[config.mk]
export PLATFORM = sky130hd
export DESIGN_NAME = pti_regs
export DESIGN_NICKNAME = d
export VERILOG_FILES = /design/src/sv/pti_pkg.sv /design/src/sv/pti_regs.sv
export SDC_FILE = /design/constraint.sdc
export NUM_CORES = 1
export LEC_CHECK = 0
export BUFFER_PORTS_ARGS = -buffer_cell sky130_fd_sc_hd__buf_2
export CORE_MARGIN = 5
export CORE_UTILIZATION = 35
export CTS_BUF_LIST = sky130_fd_sc_hd__clkbuf_4
export DETAILED_ROUTE_END_ITERATION = 10
export PLACE_DENSITY = 0.93
export RECOVER_POWER = 100
export SKIP_CTS_REPAIR_TIMING = 1
export SYNTH_ARGS = -nofsm -noshare
export SYNTH_HDL_FRONTEND = slang
export SYNTH_SLANG_ARGS = --single-unit
[constraint.sdc]
create_clock -name clk -period 1.9 [get_ports clk]
set_clock_uncertainty 0.1 [all_clocks]
set_input_delay 0.19 -clock clk [delete_from_list [all_inputs] [get_ports clk]]
set_output_delay 0.19 -clock clk [all_outputs]
set_load 0.005 [all_outputs]
[src/sv/pti_pkg.sv]
`timescale 1ns / 1ps
package pti_pkg;

  // fixed field widths
  localparam int DATA_W  = 32;
  localparam int ENTRY_W = 6;
  localparam int CNT_W   = 7;
  localparam int IDX_W   = CNT_W + 1;
  localparam int ADDR_W  = 4;
  localparam int QUO_W   = 40;

  localparam int ENTRY_SLOTS = 1 << ENTRY_W;

  // Q16.16 constants
  localparam logic [DATA_W-1:0] Q_ONE     = 32'h0001_0000;
  localparam logic [DATA_W-1:0] Q_NEG_ONE = 32'hFFFF_0000;
  localparam logic [DATA_W-1:0] Q_MAX     = 32'h7FFF_FFFF;
  localparam logic [DATA_W-1:0] Q_MIN     = 32'h8000_0000;

  // register indexes
  localparam logic [1:0] REG_NPTS   = 2'd0;
  localparam logic [1:0] REG_METHOD = 2'd1;
  localparam logic [1:0] REG_TRANS  = 2'd2;

  typedef struct packed {
    logic                     mode;
    logic [ENTRY_W-1:0]       entry_index;
    logic signed [DATA_W-1:0] entry_x;
    logic signed [DATA_W-1:0] entry_y;
    logic signed [DATA_W-1:0] query_x;
  } in_data_t;

  typedef struct packed {
    logic signed [DATA_W-1:0] value;
    logic                     valid_res;
    logic                     table_empty;
  } out_data_t;

  typedef struct packed {
    logic [CNT_W-1:0] npts;
    logic             method;
    logic             trans;
  } cfg_t;

  typedef enum logic [2:0] {
    ADDR_ZERO,
    ADDR_LAST,
    ADDR_SCAN,
    ADDR_LEFT,
    ADDR_RIGHT
  } addr_sel_t;

  typedef enum logic [2:0] {
    RES_EMPTY,
    RES_FIRST,
    RES_LAST,
    RES_FIRST_VALID,
    RES_LEFT_VALID,
    RES_INTERP,
    RES_GAP
  } res_sel_t;

  typedef enum logic [2:0] {
    ST_IDLE,
    ST_RD_LAST,
    ST_RANGE,
    ST_SCAN,
    ST_PICK,
    ST_RD_RIGHT,
    ST_GOT_RIGHT,
    ST_DIV
  } state_t;

  typedef enum logic [2:0] {
    IP_IDLE,
    IP_MUL,
    IP_PREP,
    IP_DIV,
    IP_ADD
  } ip_state_t;

  typedef struct packed {
    logic      wr_en;
    logic      ld_q;
    addr_sel_t addr_sel;
    logic      ld_first;
    logic      scan_init;
    logic      scan_run;
    logic      ld_left;
    logic      div_start;
    logic      ld_res;
    res_sel_t  res_sel;
  } cmd_t;

  typedef struct packed {
    logic n_zero;
    logic n_one;
    logic below;
    logic above;
    logic scan_stop;
    logic cnt_odd;
    logic r_beyond;
    logic div_done;
  } sts_t;

endpackage

[src/sv/pti_regs.sv]
`timescale 1ns / 1ps
module pti_regs
  import pti_pkg::*;
(
  input  logic              clk,
  input  logic              rst_n,
  input  logic              psel,
  input  logic              penable,
  input  logic              pwrite,
  input  logic [ADDR_W-1:0] paddr,
  input  logic [31:0]       pwdata,
  output logic [31:0]       prdata,
  output logic              pready,
  output cfg_t              cfg
);

  logic [CNT_W-1:0] npts_r;
  logic             method_r;
  logic             trans_r;
  logic             wr;

  assign wr     = psel && penable && pwrite;
  assign pready = 1'b1;

  // register writes
  always_ff @(posedge clk) begin
    if (!rst_n) begin
      npts_r   <= '0;
      method_r <= 1'b0;
      trans_r  <= 1'b0;
    end else if (wr) begin
      case (paddr[3:2])
        REG_NPTS:   npts_r   <= pwdata[CNT_W-1:0];
        REG_METHOD: method_r <= pwdata[0];
        REG_TRANS:  trans_r  <= pwdata[0];
        default:    ;
      endcase
    end
  end

  // read back
  always_comb begin
    case (paddr[3:2])
      REG_NPTS:   prdata = {{(32-CNT_W){1'b0}}, npts_r};
      REG_METHOD: prdata = {31'd0, method_r};
      REG_TRANS:  prdata = {31'd0, trans_r};
      default:    prdata = '0;
    endcase
  end

  assign cfg.npts   = npts_r;
  assign cfg.method = method_r;
  assign cfg.trans  = trans_r;

endmodule

==> results of run 1 <==
[state kept, by name, indices dropped and copies added, names as in the netlist]
| name | flops |
|---|---|
| method_r | 1 |
| npts_r | 7 |
| trans_r | 1 |
[critical path, stage by stage, from the launching register on]
cell and delay, ns:
dfxtp_1 0.35, mux2i_1 0.08, o21ai_0 0.13, clkbuf_1 0.13
[final cells by class]
class	instances	area share
Timing Repair Buffer	29	0.192
Tap cell	25	0.0433
Clock buffer	4	0.0416
Multi-Input combinational cell	65	0.473
Sequential cell	9	0.250
[layer usage]
metal / up-vias / track usage / wire length [µm]
met5: - / 0 / 0
met1: 207 / 0.0924 / 464
met4: 0 / 0.0255 / 0
li1: 254 / - / -
met3: 0 / 0.0592 / 221
met2: 39 / 0.165 / 591
[path summary, 6_finish.rpt]
kind                                                to                    from  cells after the start  slack [ns]
worst max-delay path                         prdata[0]  npts_r[0]$_SDFFE_PN0P_                      3        0.66
worst min register to register   method_r$_SDFFE_PN0P_   method_r$_SDFFE_PN0P_                      2        0.37
worst min-delay path            npts_r[6]$_SDFFE_PN0P_               pwdata[6]                      3        0.08
worst max register to register  npts_r[0]$_SDFFE_PN0P_  npts_r[0]$_SDFFE_PN0P_                      2        1.18
[logic make-up (layout without fill, tap and decap cells)]
kind of cell	Yosys count	after routing
buf+inv	30	33
flops	9	9
other cells	2	26
mux	10	10
simple gates	28	28
compound gates	1	1
[Yosys cell counts]
cell type,count
buf_4,28
conb_1,2
nor3_4,1
nor2_1,1
buf_2,1
o21ai_0,1
clkbuf_1,1
nor3b_1,2
and2_1,6
dfxtp_1,9
nand3_2,1
mux2i_1,10
nand2_1,16
nand3b_1,1
[power breakdown]
group	leakage, nW	internal [mW]	switching (mW)	total, mW
clock	0.0184	0.0949	0.0627	0.158
combinational	0.274	0.0173	0.0321	0.0494
sequential	0.0726	0.191	0.00165	0.193
==> impl_results.md, run 1 <==
- Complex-gate fraction of the synthesized area: 0.00756
- Rel. slew slack: 0.520
- # DRC: 0
- CTS tree: built
- N_diodes: 0
- Die height: between 50 and 60 µm
- Clock slew at reported path FFs: approximately 0.060 ns
- Htree depth: 1
- Die X: between 50 and 60 µm
- Worst-Margin Slew: a little over 0.7 ns
- Register area: roughly 180 µm²
- Crit share post-route: 0.650
- WP data required: about 1.6 ns
- I/O Buffers: 29
- CTS sink count: 9
- Initial antenna violation count: 0
- Post-route cell area: slightly above 700 µm²
- Maximum VDD drop: 312 µV
- Post-synthesis mux area share: 0.151
- Gate Count Post-Synth: 80
- Layout cells sized above 1: 0.271
- Routed wire per std cell: ~9.7 µm
- Most frequent cells in the layout: conb_1 (26), buf_2 (24), nand2_1 (16), mux2i_1 (10), dfxtp_1 (9)
- Pins over their slew limit: 0
- Clk buf depth: 2
- Sequential cell area fraction in the yosys report: 0.272
- Placed Cells: ~130
- Power per cell area: 554 nW/µm²
- DIE AREA: roughly 2900 µm²
- Hold Slack: roughly 0.076 ns
- Fin cells: 132
- FMAX: just over 800 MHz
- Synth Warn #: 0
- 1st-iter DRT viols: 4
- DP Area: ~710 µm²
- Final min period: about 1.2 ns
- Antenna Nets Post-Route: 0
- Post-layout util: 0.409
- Flops & latches, synth: 9
- Multi-input gate area in the final layout: between 300 and 400 µm²
- Post-synthesis xor/xnor area fraction: 0
- Setup violators final: 0
- Yosys top cell by area: buf_4
- Num CTS Buffers: 3
- Detailed Route WL: about 1300 µm
- Root buf cell: clkbuf_4
- Max Cap Viol: 0
- Final GP Congestion: between 0.6 and 0.7
- Fin. Hold Viols: 0
- P_leak: about 0.36 nW
- Crit Path Max Fanout: 3
- Yosys cell types: 14
- WS Path Type: flop to output port
- Clk Latency, worst-skew pair: ~0.25 ns
- Fill cells: 190
- Total power: 0.400 mW
- Grt ovf: 0
- Vias in the first global route: around 450
- Vias/cell: approximately 3.8
- Most common cell after layout, fill and taps aside: conb_1
- Initial DRT Pass Iterations: 2
- Largest net degree at the start of global routing: 17
- P&R area growth vs syn: 9.07%
- Top cells by area, synth: buf_4 (32%), dfxtp_1 (27%), mux2i_1 (15%)
- Core box area: 1760 µm²
- Ports: 83
- WP data arrival: between 0.9 and 1 ns
- Worst Hold Class: input pin to flop
- Syn avg cell area: just over 8 µm²
- Main combinational cell family by area after synthesis: buffers and inverters
- Crit path launch type: flop
- Starting Density: 0.375
- # rows: 15
- RSZ-0062 raised after global routing: false
- Simple-gate area share of the yosys netlist: 0.227
- Final worst setup slack: approximately 0.66 ns
- First-pass GRT wire length: approximately 1900 µm
- Critical path capture point type: output port
- Post-place setup slack: 0.654 ns
- Setup TNS: 0 ns
- Detailed Place HPWL: 1090 µm
- GRT Util Overall: 0.0949
- Via Count: 500
- Post-synth top area share: 0.318
- Synth Cell Area: 662 µm²
- Status: completed
- Adder-cell area share of the yosys netlist: 0
- Final Net Count: 149
Note: power is estimated with default switching activity, not from simulation.
==> run 2: changes to the inputs <==
- CORE_UTILIZATION: 35 -> 33
- PLACE_DENSITY: 0.93 -> 0.88
- clock period: 1.9 -> 1.22 ns (I/O delays scaled with it)
==> impl_results.md, run 2 (same netlist as run 1, synthesis figures left out) <==
- Status: completed
- Clk Latency, worst-skew pair: between 0.2 and 0.3 ns
- Htree depth: 1
- Biggest regs: npts_r: 7 flops, method_r: 1 flops, trans_r: 1 flops
- Clock power frac: 0.387
- Final Net Count: 150
- Die X: 54.8 µm
- Power per cell area: roughly 850 nW/µm²
- Initial antenna violation count: 0
- Post-place setup slack: approximately 0.15 ns
- P&R area growth vs syn: 11.2%
- Fin. Hold Viols: 0
- Fill cells: approximately 230
- Routed wire per std cell: 10.0 µm
- Post-route cell area: around 740 µm²
- Met1 WL: around 420 µm
- Rel. slew slack: 0.661
- Reg2Reg Depth: 2
- Vias in the first global route: 440
- Crit path launch type: flop
- Via Count: between 500 and 600
- GRT Util Overall: 0.0866
- Pins over their slew limit: 0
- Critical path capture point type: output port
- Setup violators final: 0
- Met2 routed WL: 719 µm
- DIE AREA: around 3000 µm²
- CTS tree: built
- Sequential power share: 0.483
- Worst-Margin Slew: slightly above 0.5 ns
- Starting Density: 0.341
- Most common cell after layout, fill and taps aside: conb_1
- FMAX: 878 MHz
- # rows: 16
- First-pass GRT wire length: 1760 µm
- I/O Buffers: 29
- Layout cells sized above 1: 0.278
- Vias/cell: approximately 3.9
- Die height: between 50 and 60 µm
- Ports: between 80 and 90
- Root buf cell: clkbuf_4
- Worst Hold Class: input pin to flop
- CTS sink count: 9
- Hold Crit Depth: 3
- Setup TNS: 0 ns
- RSZ-0062 raised after global routing: false
- Most frequent cells in the layout: conb_1 (26), buf_2 (23), nand2_1 (16), mux2i_1 (10), dfxtp_1 (8)
- Switch share: 0.239
- Met3 WL: ~210 µm
- N_diodes: 0
- Grt ovf: 0
- 1st-iter DRT viols: 6
- Num CTS Buffers: 3
- P_leak: roughly 0.37 nW
- Clk buf depth: 2
- DP Area: 719 µm²
- WP data required: 1.00 ns
- Pint: ~0.47 mW
- Final GP Congestion: 0.683
- Antenna Nets Post-Route: 0
- Crit Path Max Fanout: 3
- Max FFs per register: 7
- Max Used Layer: met3
- Final min period: 1.14 ns
- WS Path Type: flop to output port
- P_sw: 0.149 mW
- Crit share post-route: 0.933
- Clock slew at reported path FFs: roughly 0.060 ns
- Total power: approximately 0.62 mW
- Detailed Route WL: 1350 µm
- Largest net degree at the start of global routing: 17
- Maximum VDD drop: about 470 µV
- Final worst setup slack: just over 0.08 ns
- Gate power share: 0.129
- Max Cap Viol: 0
- Top reg by flops: npts_r
- Initial DRT Pass Iterations: 2
- Core box area: 1940 µm²
- Detailed Place HPWL: 1150 µm
- WP data arrival: 0.92 ns
- # DRC: 0
run 2: power groups by stage:
stage / Clock [mW] / Sequential, mW / Combinational, mW
final: 0.241 / 0.301 / 0.0805
after global placement: 0 / 0.307 / 0.0781
after global routing: 0.269 / 0.301 / 0.0939
after detailed placement: 0 / 0.307 / 0.0812
after CTS: 0.257 / 0.300 / 0.0813
after floorplan: 0 / 0.307 / 0.106
run 2: metrics by stage:
stage,cells,hold WS (ns),util
6_report,135,0.0101,0.379
4_1_cts,135,-0.00327,0.386
5_1_grt,135,0.00621,0.379
3_5_place_dp,131,0.275,0.370
3_3_place_gp,131,0.270,0.370
2_1_floorplan,104,0.164,-
run 2: layout make-up:
class	count	area (µm²)	area share
repair buffers	30	143	0.194
clock buffers	4	30.0	0.0408
flip-flops and latches	9	181	0.247
multi-input cells	65	348	0.473
well taps	27	33.8	0.0459
run 2: worst paths after layout:
| path | from | to | slack (ns) |
|---|---|---|---|
| worst max-delay path | npts_r[0]$_SDFFE_PN0P_ | prdata[0] | 0.08 |
| worst min-delay path | pwdata[4] | npts_r[4]$_SDFFE_PN0P_ | 0.01 |
| worst max register to register | trans_r$_SDFFE_PN0P_ | trans_r$_SDFFE_PN0P_ | 0.45 |
| worst min register to register | npts_r[5]$_SDFFE_PN0P_ | npts_r[5]$_SDFFE_PN0P_ | 0.37 |
run 2: routing by layer:
layer	vias to the layer above	track usage
li1	258	-
met1	228	0.0715
met2	34	0.163
met3	0	0.0490
met4	0	0.0373
met5	-	0
run 2: worst max-delay path, cell delays in order, from the launching register on:
cell and delay [ns]:
dfxtp_1 0.35, mux2i_1 0.08, o21ai_1 0.11, buf_2 0.12
==> run 3: changes to the inputs <==
- CORE_MARGIN: 5 -> 2
- clock period: 1.22 -> 1.2 ns (I/O delays scaled with it)
==> impl_results.md, run 3 (same netlist as run 1, synthesis figures left out) <==
- Status: completed
- 1st-iter DRT viols: 3
- WS Path Type: flop to output port
- # DRC: 0
- Min-delay src: pwdata[4]
- Maximum VDD drop: ~340 µV
- Critical-path cell list: mux2i_1 -> o21ai_1 -> buf_2
- Via Count: 524
- Most common cell after layout, fill and taps aside: conb_1
- Reg2reg end: npts_r[0]$_SDFFE_PN0P_
- Clk buf depth: 2
- Reg2Reg Depth: 3
- Crit path buffers/inverters: 1
- CP peak stage delay: ~0.32 ns
- Htree depth: 1
- Initial antenna violation count: 0
- Layout cells sized above 1: 0.300
- Setup violators final: 0
- Routed wire per std cell: ~9.0 µm
- Crit Path Max Fanout: 3
- Die X: between 40 and 50 µm
- Crit path depth: 3
- Num CTS Buffers: 3
- Setup TNS: 0 ns
- Final GP Congestion: between 0.6 and 0.7
- CTS tree: built
- Post-layout util: 0.391
- Post-route cell area: around 750 µm²
- Hold Slack: approximately 0.0026 ns
- Starting Density: 0.344
- Vias/cell: 3.82
- Initial DRT Pass Iterations: 4
- Clk Latency, worst-skew pair: approximately 0.25 ns
- RSZ-0062 raised after global routing: false
- Detailed Route WL: 1230 µm
- Clock slew at reported path FFs: 0.06 ns
- I/O Buffers: 29
- Largest net degree at the start of global routing: 17
- Worst-Margin Slew: approximately 0.54 ns
- Max Cap Viol: 0
- Top reg by flops: npts_r
- Root buf cell: clkbuf_4
- WP data required: between 0.9 and 1 ns
- DIE AREA: approximately 2400 µm²
- Placed Cells: roughly 130
- Rel. slew slack: 0.641
- Final Net Count: between 150 and 200
- First-pass GRT wire length: ~1800 µm
- Post-place setup slack: roughly 0.086 ns
- Slowest CP cell: dfxtp_2
- Final min period: approximately 1.1 ns
- GRT Util Overall: 0.103
- Most frequent cells in the layout: conb_1 (26), buf_2 (23), nand2_1 (16), mux2i_1 (10), dfxtp_1 (7)
- Critical path capture point type: output port
- Reg2reg start: npts_r[0]$_SDFFE_PN0P_
- # rows: 16
- DP Area: roughly 720 µm²
- Worst Setup EP: prdata[0]
- Fin cells: between 100 and 150
- Die height: between 40 and 50 µm
- Worst Hold Class: input pin to flop
- Grt ovf: 0
- Max FFs per register: 7
- Final worst setup slack: between 0.06 and 0.07 ns
- WP data arrival: 0.91 ns
- Core box area: roughly 1900 µm²
- Vias in the first global route: about 430
- CTS sink count: 9
- Antenna Nets Post-Route: 0
- Pins over their slew limit: 0
- Biggest regs: npts_r: 7 flops, method_r: 1 flops, trans_r: 1 flops
- Crit path from: method_r$_SDFFE_PN0P_
- Reg2Reg Setup Slack: a little over 0.4 ns
- Crit share post-route: 0.946
- P_leak: between 0.3 and 0.4 nW
- Total power: between 0.6 and 0.7 mW
- Fin. Hold Viols: 0
- Detailed Place HPWL: ~1000 µm
- Critical path's top delay family: flip-flops
- P&R area growth vs syn: 13.6%
- Ports: 83
- N_diodes: 0
- Crit path launch type: flop
- FMAX: 881 MHz
- Power per cell area: about 860 nW/µm²
==> run 3: area by class of cell <==
| type | count | area [µm²] |
|---|---|---|
| Fill cell | 225 | 1170 |
| Multi-Input combinational cell | 65 | 348 |
| Clock buffer | 4 | 30.0 |
| Sequential cell | 9 | 183 |
| Tap cell | 27 | 33.8 |
| Timing Repair Buffer | 32 | 158 |
==> run 3: where the power goes <==
part	internal, mW	switching, mW	total (mW)
Clock	0.151	0.107	0.258
Sequential	0.303	0.00266	0.305
Combinational	0.0292	0.0520	0.0813
==> run 3: worst min path at each step <==
stage	end	depth (start not counted)
5_1_grt	npts_r[4]$_SDFFE_PN0P_	3
6_report	npts_r[4]$_SDFFE_PN0P_	3
3_3_place_gp	npts_r[2]$_SDFFE_PN0P_	3
4_1_cts	npts_r[4]$_SDFFE_PN0P_	3
3_5_place_dp	npts_r[3]$_SDFFE_PN0P_	3
2_1_floorplan	npts_r[1]$_SDFFE_PN0P_	2
==> run 3: worst reg2reg max path: stages (launching register included) <==
cell	delay [ns]
dfxtp_2	0.33
buf_4	0.13
nand2_1	0.05
mux2i_1	0.06
==> run 3: per-layer routing <==
metal | vias to the layer above | GRT usage | wire length (µm)
met2 | 30 | 0.187 | 680
met4 | 0 | 0.0571 | 0
met1 | 233 | 0.101 | 449
met3 | 0 | 0.0337 | 98
li1 | 261 | - | -
met5 | - | 0 | 0
