**src/sv/pti_pkg.sv**
```systemverilog
`timescale 1ns / 1ps
package pti_pkg;

  // fixed field widths
  localparam int DATA_W  = 32;
  localparam int ENTRY_W = 6;
  localparam int CNT_W   = 7;
  localparam int IDX_W   = CNT_W + 1;
  localparam int ADDR_W  = 4;
  localparam int QUO_W   = 40;

  localparam int ENTRY_SLOTS = 1 << ENTRY_W;

  // Q16.16 constants
  localparam logic [DATA_W-1:0] Q_ONE     = 32'h0001_0000;
  localparam logic [DATA_W-1:0] Q_NEG_ONE = 32'hFFFF_0000;
  localparam logic [DATA_W-1:0] Q_MAX     = 32'h7FFF_FFFF;
  localparam logic [DATA_W-1:0] Q_MIN     = 32'h8000_0000;

  // register indexes
  localparam logic [1:0] REG_NPTS   = 2'd0;
  localparam logic [1:0] REG_METHOD = 2'd1;
  localparam logic [1:0] REG_TRANS  = 2'd2;

  typedef struct packed {
    logic                     mode;
    logic [ENTRY_W-1:0]       entry_index;
    logic signed [DATA_W-1:0] entry_x;
    logic signed [DATA_W-1:0] entry_y;
    logic signed [DATA_W-1:0] query_x;
  } in_data_t;

  typedef struct packed {
    logic signed [DATA_W-1:0] value;
    logic                     valid_res;
    logic                     table_empty;
  } out_data_t;

  typedef struct packed {
    logic [CNT_W-1:0] npts;
    logic             method;
    logic             trans;
  } cfg_t;

  typedef enum logic [2:0] {
    ADDR_ZERO,
    ADDR_LAST,
    ADDR_SCAN,
    ADDR_LEFT,
    ADDR_RIGHT
  } addr_sel_t;

  typedef enum logic [2:0] {
    RES_EMPTY,
    RES_FIRST,
    RES_LAST,
    RES_FIRST_VALID,
    RES_LEFT_VALID,
    RES_INTERP,
    RES_GAP
  } res_sel_t;

  typedef enum logic [2:0] {
    ST_IDLE,
    ST_RD_LAST,
    ST_RANGE,
    ST_SCAN,
    ST_PICK,
    ST_RD_RIGHT,
    ST_GOT_RIGHT,
    ST_DIV
  } state_t;

  typedef enum logic [2:0] {
    IP_IDLE,
    IP_MUL,
    IP_PREP,
    IP_DIV,
    IP_ADD
  } ip_state_t;

  typedef struct packed {
    logic      wr_en;
    logic      ld_q;
    addr_sel_t addr_sel;
    logic      ld_first;
    logic      scan_init;
    logic      scan_run;
    logic      ld_left;
    logic      div_start;
    logic      ld_res;
    res_sel_t  res_sel;
  } cmd_t;

  typedef struct packed {
    logic n_zero;
    logic n_one;
    logic below;
    logic above;
    logic scan_stop;
    logic cnt_odd;
    logic r_beyond;
    logic div_done;
  } sts_t;

endpackage

```
**src/sv/pti_ctrl.sv**
```systemverilog
`timescale 1ns / 1ps
module pti_ctrl
  import pti_pkg::*;
(
  input  logic clk,
  input  logic rst_n,
  input  logic start,
  input  logic mode,
  input  cfg_t cfg,
  input  sts_t sts,
  output cmd_t cmd,
  output logic busy
);

  state_t state_r, state_nxt;

  // state register
  always_ff @(posedge clk) begin
    if (!rst_n) begin
      state_r <= ST_IDLE;
    end else begin
      state_r <= state_nxt;
    end
  end

  // next state and commands
  always_comb begin
    state_nxt    = state_r;
    cmd          = '0;
    cmd.addr_sel = ADDR_ZERO;
    cmd.res_sel  = RES_EMPTY;
    case (state_r)
      ST_IDLE: begin
        cmd.addr_sel = ADDR_ZERO;
        if (start) begin
          if (!mode) begin
            cmd.wr_en = 1'b1;
          end else begin
            cmd.ld_q = 1'b1;
            if (sts.n_zero) begin
              cmd.ld_res  = 1'b1;
              cmd.res_sel = RES_EMPTY;
            end else begin
              state_nxt = ST_RD_LAST;
            end
          end
        end
      end
      ST_RD_LAST: begin
        cmd.ld_first = 1'b1;
        cmd.addr_sel = ADDR_LAST;
        state_nxt    = ST_RANGE;
      end
      ST_RANGE: begin
        if (sts.below) begin
          cmd.ld_res  = 1'b1;
          cmd.res_sel = RES_FIRST;
          state_nxt   = ST_IDLE;
        end else if (sts.above) begin
          cmd.ld_res  = 1'b1;
          cmd.res_sel = RES_LAST;
          state_nxt   = ST_IDLE;
        end else if (!cfg.trans && sts.n_one) begin
          cmd.ld_res  = 1'b1;
          cmd.res_sel = RES_FIRST_VALID;
          state_nxt   = ST_IDLE;
        end else begin
          cmd.scan_init = 1'b1;
          state_nxt     = ST_SCAN;
        end
      end
      ST_SCAN: begin
        cmd.addr_sel = ADDR_SCAN;
        cmd.scan_run = 1'b1;
        if (sts.scan_stop) state_nxt = ST_PICK;
      end
      ST_PICK: begin
        cmd.addr_sel = ADDR_LEFT;
        if (cfg.trans && !sts.cnt_odd) begin
          cmd.ld_res  = 1'b1;
          cmd.res_sel = RES_GAP;
          state_nxt   = ST_IDLE;
        end else begin
          state_nxt = ST_RD_RIGHT;
        end
      end
      ST_RD_RIGHT: begin
        cmd.addr_sel = ADDR_RIGHT;
        cmd.ld_left  = 1'b1;
        state_nxt    = ST_GOT_RIGHT;
      end
      ST_GOT_RIGHT: begin
        if ((!cfg.trans && cfg.method) || (cfg.trans && sts.r_beyond)) begin
          cmd.ld_res  = 1'b1;
          cmd.res_sel = RES_LEFT_VALID;
          state_nxt   = ST_IDLE;
        end else begin
          cmd.div_start = 1'b1;
          state_nxt     = ST_DIV;
        end
      end
      ST_DIV: begin
        if (sts.div_done) begin
          cmd.ld_res  = 1'b1;
          cmd.res_sel = RES_INTERP;
          state_nxt   = ST_IDLE;
        end
      end
      default: state_nxt = ST_IDLE;
    endcase
  end

  assign busy = (state_r != ST_IDLE);

endmodule

```
**config.mk**
```make
export PLATFORM = sky130hd
export DESIGN_NAME = pti_ctrl
export DESIGN_NICKNAME = d
export VERILOG_FILES = /design/src/sv/pti_pkg.sv /design/src/sv/pti_ctrl.sv
export SDC_FILE = /design/constraint.sdc
export NUM_CORES = 1
export LEC_CHECK = 0
export ABC_AREA = 1
export BUFFER_PORTS_ARGS = -buffer_cell sky130_fd_sc_hd__buf_4
export CAP_MARGIN = 20
export CORE_AREA = 2 2 39 41
export CTS_CLUSTER_SIZE = 28
export DETAILED_ROUTE_END_ITERATION = 8
export DIE_AREA = 0 0 41 43
export PLACE_DENSITY = 0.71
export SLEW_MARGIN = 30
export SYNTH_ARGS = -nofsm -noshare
export SYNTH_HDL_FRONTEND = slang
export SYNTH_SLANG_ARGS = --single-unit
```
**constraint.sdc**
```tcl
create_clock -name clk -period 2.4 [get_ports clk]
set_clock_uncertainty 0.15 [all_clocks]
set_input_delay 0.48 -clock clk [delete_from_list [all_inputs] [get_ports clk]]
set_output_delay 0.48 -clock clk [all_outputs]
set_load 0.01 [all_outputs]
```
==> metrics.txt, run 1 <==
final setup fails 0; clock latency on the worst-skew pair 0.24 ns; Yosys top cell area share 12.9%; Area contributors post-synth dfxtp_1, inv_1, nand2_1; IO Port Bufs 28; diodes inserted 0; final setup margin 0.291 ns; post-route clock period utilization 87.9%; # resized after CTS 0; pin count of the biggest net entering global routing 9; crit path from state_r[1]$_SDFFE_PN0P_; RSZ-0062 raised after global routing no; CTS tree yes; gr ovfl total 0; RR Endpoint state_r[0]$_SDFFE_PN0P_; Placer Congestion 0.801; die width 41 um; Hold Buf Count CTS 0; worst reg2reg path depth 9; Worst Setup End Kind output port; Unique masters post-synth 21; post-route ant nets 0; fin. max-slew vios 0; Initial Util 33.5%; Placed Area 679 sq um; Leakage 0.404 nW; Final Critical Period 2.11 ns; syn avg cell area 6.03 sq um; Critical Path End cmd[1]; Die Y 43 um; Core Box Area 1380 sq um; Placement Rows 14; Synth warnings 0; Via density 4.56; Worst-path clk slew 0.04 ns; clock root buffer master clkbuf_4; TNS Setup 0 ns; Worst setup SP type flop; worst-path maximum fanout 8; Synth Cell Area 464 sq um; Total Power 0.730 mW; max-cap violations 0; DR WL/cell 9.21 um; Post-Layout Inst Area 706 sq um; worst-margin pin slew 0.386 ns; FMAX 474 MHz; layout cells sized above 1 48.1%; max reg flops 3; DRT Pass-1 Iters 3; most area-hungry cell type in the Yosys netlist dfxtp_1; Largest regs state_r: 3 flops; placed cell count 120; Total Wirelength 1.14 mm; CP arrival 1.48 ns; Hold Path Cell Cnt 3; Max clock buf depth 2; pwr/cell area 1030 nW/um^2; Total GRT Usage 14.4%; vias 565; vias in the first global route 486; reg2reg start state_r[1]$_SDFFE_PN0P_; Hold Vio Cnt, Final 0; CTS Buf Count 3; post-synthesis sequential area ratio 12.9%; CP required 1.77 ns; Peak VDD IR 483 uV; most flop-heavy register state_r; CTS H-tree lvls 1; first-pass GRT wire length 1.80 mm; Total Nets Final 130; initial DRC count 15; Mapped Nets 98; synth-to-layout area growth 52.0%; Setup Fix Bufs, Post-CTS 0; antenna violations before repair 0; worst relative slew slack 74.3%; critical path class reg2out; Post-Place Setup Slack 0.546 ns; post-DP HPWL 960 um; non-filler cells, final 124; area of the die 1760 sq um; status finished clean; CTS sink count 3; total I/O pin count 36; post-synthesis cell count 77; FF-to-FF setup slack 0.97 ns; Synth Register Bits 3; Residual DRC 0; Hold WC Path Type in2reg
-- cell type report --
class / count / area (sq um)
multi-input combinational: 55 / 318
sequential: 3 / 60.1
tap: 16 / 20.0
clock buffer: 4 / 26.3
inverter: 17 / 63.8
timing repair buffer: 29 / 218
fill: 139 / 678
-- how the worst min path moves through the flow --
stage	to	startpoint	slack, ns
final	state_r[1]$_SDFFE_PN0P_	rst_n	0.34
after global routing	state_r[1]$_SDFFE_PN0P_	rst_n	0.36
after CTS	state_r[1]$_SDFFE_PN0P_	rst_n	0.34
after detailed placement	state_r[1]$_SDFFE_PN0P_	state_r[0]$_SDFFE_PN0P_	0.57
after global placement	state_r[0]$_SDFFE_PN0P_	state_r[0]$_SDFFE_PN0P_	0.57
after floorplan	state_r[0]$_SDFFE_PN0P_	rst_n	0.47
-- critical path, stage by stage, from the launching register on --
cell and delay, ns:
dfxtp_1 0.41, nor2_4 0.20, nand2_2 0.10, nor3_1 0.21, inv_1 0.09, o31ai_1 0.07, buf_4 0.16
-- logic make-up after synthesis --
| group | count (synthesis) | share of synthesized area [%] |
|---|---|---|
| buf+inv | 19 | 18.6 |
| flops | 3 | 12.9 |
| compound gates | 6 | 9.43 |
| simple gates | 49 | 59.0 |
-- layer usage --
layer	up-vias	track usage, %	wire (um)
met2	23	23.1	547
met3	2	0	94
li1	305	-	-
met5	-	0	0
met4	0	9.33	14
met1	235	17.9	484
-- power by group --
| part | switching [mW] | internal [mW] |
|---|---|---|
| registers | 0.0422 | 0.0715 |
| logic | 0.292 | 0.235 |
| clock network | 0.0267 | 0.0623 |
-- cell usage after synthesis --
cell type,count
inv_2,6
o21ai_1,1
inv_1,11
o21ai_0,1
dfxtp_1,3
buf_6,2
a21oi_1,2
nor2_2,4
nand2_2,4
o31ai_1,1
nand3_4,1
nand2_1,11
nor2_1,10
nor2_4,2
nand3_1,6
nand4_1,5
nand3_2,1
nor3_1,3
nand2_4,1
nand3b_1,1
o21ai_4,1
-- per-stage QoR --
stage	util (%)	hold WS (ns)
after detailed placement	49.1	0.569
after global routing	51.0	0.362
final	51.0	0.343
after global placement	49.1	0.570
after floorplan	-	0.474
after CTS	51.0	0.342
-- cell usage in the layout, fill, tap and decap left out, types with 3 or more instances in the layout --
cell,count
nand3_1,6
inv_1,11
nand2_2,4
clkbuf_4,3
nor3_1,3
nand2_1,11
nor2_1,10
nand4_1,5
dfxtp_1,3
buf_4,29
inv_2,6
nor2_2,4
Power figures use the tool's default switching activity.
==> run 2: changes to the inputs <==
- PLACE_DENSITY: 0.71 -> 0.72
==> run 2 against run 1 <==
Against the previous run: sequential power barely moved; final cell count did not move; non-clock buffer count did not move; critical path type unchanged; critical endpoint unchanged; largest power group unchanged; highest routed layer unchanged.
==> metrics.txt, run 2 (synthesis gave the netlist of run 1 again) <==
Worst setup SP type flop; gr ovfl total 0; final setup fails 0; CTS H-tree lvls 1; post-DP HPWL 1.02 mm; Setup Fix Bufs, Post-CTS 0; clock latency on the worst-skew pair 0.23 ns; die width 41 um; worst relative slew slack 74.8%; P_int 0.369 mW; diodes inserted 0; worst reg2reg path depth 9; slowest stage cell, crit path dfxtp_1; Max clock buf depth 2; RR Endpoint state_r[0]$_SDFFE_PN0P_; Largest stage delay, worst path 0.41 ns; FMAX 472 MHz; area of the die 1760 sq um; CTS Buf Count 3; Placer Congestion 0.821; Hold WC Path Type in2reg; vias in the first global route 509; Levels on crit path 6; first-pass GRT wire length 1.87 mm; Core Box Area 1380 sq um; # resized after CTS 0; CTS tree yes; Total Wirelength 1.18 mm; clock network power share 12.1%; CP delay by family, top simple AND/OR/NAND/NOR gates; area of the multi-input gates 318 sq um; Critical Path End cmd[1]; total I/O pin count 36; Placement Rows 14; Sw Ratio 49.3%; Initial Util 33.5%; Residual DRC 0; sequential share of power 15.6%; vias 569; crit path cell chain nor2_4 > nand2_2 > nor3_1 > inv_1 > o31ai_1 > buf_4; Total GRT Usage 14.6%; CP arrival 1.49 ns; clock root buffer master clkbuf_4; RSZ-0062 raised after global routing no; max reg flops 3; Leakage 0.404 nW; Worst-path clk slew 0.04 ns; worst-margin pin slew 0.378 ns; initial DRC count 3; Register Area 60.1 sq um; synth-to-layout area growth 52.0%; worst-path maximum fanout 8; CP required 1.77 ns; most frequent cells in the layout buf_4, nand2_1, inv_1; crit path from state_r[1]$_SDFFE_PN0P_; Via density 4.59; Comb pwr share 72.3%; Hold Vio Cnt, Final 0; IO Port Bufs 28; Die Y 43 um; placed cell count 120; pin count of the biggest net entering global routing 9; post-route clock period utilization 88.4%; Worst Setup End Kind output port; critical path class reg2out; Final Critical Period 2.12 ns; Hold Buf Count CTS 0; Largest regs state_r: 3 flops; DR WL/cell 9.51 um; max-cap violations 0; Sw Pwr 0.359 mW; DRT Pass-1 Iters 2; buffers and inverters on the worst path 2; TNS Setup 0 ns; status finished clean; pwr/cell area 1030 nW/um^2; most flop-heavy register state_r; layout cells sized above 1 48.1%; Hold Path Cell Cnt 3; antenna violations before repair 0; reg2reg start state_r[1]$_SDFFE_PN0P_; post-route ant nets 0; Filler Cell Count 160; non-filler cells, final 124; fin. max-slew vios 0; FF-to-FF setup slack 0.98 ns; CTS sink count 3; most common cell after layout, fill and taps aside buf_4; Peak VDD IR 558 uV; Total Nets Final 130
==> run 2: cell counts in the layout (fill, tap and decap cells not counted) <==
No cell type changed its count.
==> run 2: per-layer routing <==
layer / global-route usage, % / share of wire, %
met1: 17.9 / 42
met2: 25.3 / 49
met3: 0 / 7.5
met4: 6.00 / 1.6
met5: 0 / 0
==> run 2: worst min-delay path by stage <==
stage                                 start                 endpoint  slack (ns)
finish                                rst_n  state_r[1]$_SDFFE_PN0P_        0.35
global route                          rst_n  state_r[1]$_SDFFE_PN0P_        0.36
CTS                                   rst_n  state_r[1]$_SDFFE_PN0P_        0.34
detailed placement  state_r[0]$_SDFFE_PN0P_  state_r[1]$_SDFFE_PN0P_        0.57
global placement    state_r[0]$_SDFFE_PN0P_  state_r[1]$_SDFFE_PN0P_        0.57
floorplan                             rst_n  state_r[0]$_SDFFE_PN0P_        0.47
==> run 2: area by class of cell <==
class | count | area share, %
Clock buffer | 4 | 3.72
Tap cell | 16 | 2.84
Multi-Input combinational cell | 55 | 45.0
Timing Repair Buffer | 29 | 30.9
Sequential cell | 3 | 8.51
Inverter | 17 | 9.04
==> run 2: stage by stage <==
stage / power, mW / area, sq um / util [%] / hold slack, ns / worst slack [ns]
final: 0.728 / 706 / 51.0 / 0.345 / 0.280
after global routing: 0.795 / 706 / 51.0 / 0.362 / 0.178
after CTS: 0.737 / 706 / 51.0 / 0.344 / 0.286
after detailed placement: 0.644 / 679 / 49.1 / 0.572 / 0.543
after global placement: 0.637 / 679 / 49.1 / 0.569 / 0.552
after floorplan: 0.480 / 464 / - / 0.474 / 0.778
==> run 2: tightest hold or removal path: cells and delay by family <==
kind | cells | cell delay, ns
buffers and inverters | 1 | 0.08
AND/OR/NAND/NOR | 2 | 0.13
==> run 2: power by group through the flow <==
stage	Combinational [mW]	Clock, mW	Sequential [mW]
after detailed placement	0.530	0	0.114
final	0.526	0.0881	0.114
after floorplan	0.392	0	0.0885
after global placement	0.524	0	0.113
after CTS	0.532	0.0918	0.113
after global routing	0.586	0.0919	0.117
==> run 3: changes to the inputs <==
- ABC_AREA: 1 -> unset
- PLACE_DENSITY: 0.72 -> 0.67
==> run 3 against run 2 <==
Against the previous run: power decreased by 67%; hold slack improved by 0.021 ns; wire length decreased by 4.5%; first-iteration DRC count increased to 6.0 times the previous value; worst setup slack got worse by 0.11 ns; synthesized area decreased by 13%; largest cell class unchanged; highest routed layer is now met3.
==> metrics.txt, run 3 <==
Unique masters post-synth 27; P_int 0.162 mW; post-DP HPWL 894 um; max reg flops 3; Residual DRC 0; Hold Vio Cnt, Final 0; Setup Fix Bufs, Post-CTS 0; final setup margin 0.167 ns; Peak VDD IR 350 uV; synth-to-layout area growth 60.4%; status finished clean; post-synthesis sequential area ratio 14.9%; TNS Setup 0 ns; Hold Path Cell Cnt 3; worst-margin pin slew 0.413 ns; clock root buffer master clkbuf_4; placed cell count 99; vias 527; Filler Cell Count 143; sequential share of power 25.9%; Post-Layout Inst Area 648 sq um; cell with the most instances after synthesis nor2_1; Final Critical Period 2.23 ns; clock latency on the worst-skew pair 0.23 ns; Initial Util 29.2%; Sw Ratio 31.6%; Total Nets Final 109; area of the die 1760 sq um; most flop-heavy register state_r; CP arrival 1.60 ns; DRT Pass-1 Iters 4; Hold Buf Count CTS 0; diodes inserted 0; Worst-path clk slew 0.04 ns; gr ovfl total 0; max-cap violations 0; final setup fails 0; CP required 1.77 ns; Synth Register Bits 3; first-pass GRT wire length 1.59 mm; Leakage 0.318 nW; Comb pwr share 37.7%; pwr/cell area 365 nW/um^2; Mapped Nets 78; number of synthesized flops with an enable pin 0; CTS Buf Count 3; critical path class reg2out; RSZ-0062 raised after global routing no; Sw Pwr 0.0748 mW; pin count of the biggest net entering global routing 16; vias in the first global route 382; syn avg cell area 7.09 sq um; Area contributors post-synth dfxtp_1, nor2_1, o21ai_0; worst relative slew slack 72.4%; initial DRC count 18; Hold WC Path Type in2reg; Max clock buf depth 2; Synth warnings 0; die width 41 um; CTS tree yes; # resized after CTS 0; worst reg2reg path depth 4; most area-hungry cell type in the Yosys netlist dfxtp_1; post-route clock period utilization 93.0%; Total GRT Usage 13.1%; Die Y 43 um; Worst setup SP type flop; CTS H-tree lvls 1; post-route ant nets 0; Core Box Area 1380 sq um; most common cell after layout, fill and taps aside buf_4; Placement Rows 14; CTS sink count 3; Worst Setup End Kind output port; predominant post-synthesis flop cell dfxtp_1; most frequent cells in the layout buf_4, nor2_1, o21ai_0, nand2_1; Yosys top cell area share 14.9%; fraction of registers with async set/reset 0%; IO Port Bufs 28; DR WL/cell 10.9 um; post-synthesis cell count 57; clock network power share 36.4%; Total Wirelength 1.13 mm; layout cells sized above 1 43.7%; antenna violations before repair 0; Placed Area 622 sq um; Post-Place Setup Slack 0.335 ns; Placer Congestion 0.738; non-filler cells, final 103; fin. max-slew vios 0; Via density 5.12; Largest regs state_r: 3 flops; worst-path maximum fanout 15; top post-synthesis cells by count nor2_1, nand2_1, o21ai_0; FMAX 448 MHz; total I/O pin count 36; Synth Cell Area 404 sq um
run 3: cell count changes after synthesis, moves of 5 or more:
cell     change
nand2_1      -6
inv_1       -10
inv_2        -5
nand4_1      -5
run 3: cell families (layout without fill, tap and decap cells):
kind of cell,count (synthesis),in the layout,share of synthesized area [%]
and+or+nand+nor,30,30,44.0
buffers and inverters,5,35,6.81
AOI/OAI and AO/OA,17,17,29.4
muxes,2,2,4.95
DFF,3,3,14.9
run 3: worst max-delay path, cell delays in order, from the launching register on:
cell and delay [ns]:
dfxtp_1 0.56, nor3b_1 0.13, o21ai_0 0.30, a31oi_4 0.06, a21o_2 0.19, buf_4 0.13
run 3: stage by stage:
stage	util [%]	power, mW	hold WS (ns)
floorplan	-	0.107	0.465
global route	46.8	0.257	0.357
global placement	44.9	0.150	0.430
finish	46.8	0.237	0.366
CTS	46.8	0.242	0.356
detailed placement	44.9	0.152	0.429
run 3: worst paths after layout:
kind / startpoint / to / slack, ns
worst min-delay path: rst_n / state_r[2]$_SDFFE_PN0P_ / 0.37
worst max register to register: state_r[0]$_SDFFE_PN0P_ / state_r[2]$_SDFFE_PN0P_ / 0.97
worst min register to register: state_r[1]$_SDFFE_PN0P_ / state_r[0]$_SDFFE_PN0P_ / 0.44
worst max-delay path: state_r[0]$_SDFFE_PN0P_ / cmd[3] / 0.17
run 3: power by group through the flow:
stage / combinational, mW / sequential, mW / clock (mW)
after global routing: 0.0972 / 0.0621 / 0.0979
after detailed placement: 0.0896 / 0.0621 / 0
after global placement: 0.0885 / 0.0620 / 0
after floorplan: 0.0497 / 0.0573 / 0
after CTS: 0.0902 / 0.0613 / 0.0906
final: 0.0891 / 0.0614 / 0.0861
run 3: layer usage:
metal / global-route usage (%) / part of all wire, % / vias up
met1: 17.9 / 45 / 232
met3: 7.33 / 10 / 0
li1: - / - / 269
met5: 0 / 0 / -
met2: 18.1 / 45 / 26
met4: 2.00 / 0 / 0
run 3: layout make-up:
| cell class | instances | area [sq um] | area share, % |
|---|---|---|---|
| Inverter | 2 | 7.51 | 1.16 |
| Multi-Input combinational cell | 49 | 317 | 48.8 |
| Clock buffer | 4 | 26.3 | 4.05 |
| Sequential cell | 3 | 60.1 | 9.27 |
| Timing Repair Buffer | 29 | 218 | 33.6 |
| Tap cell | 16 | 20.0 | 3.09 |
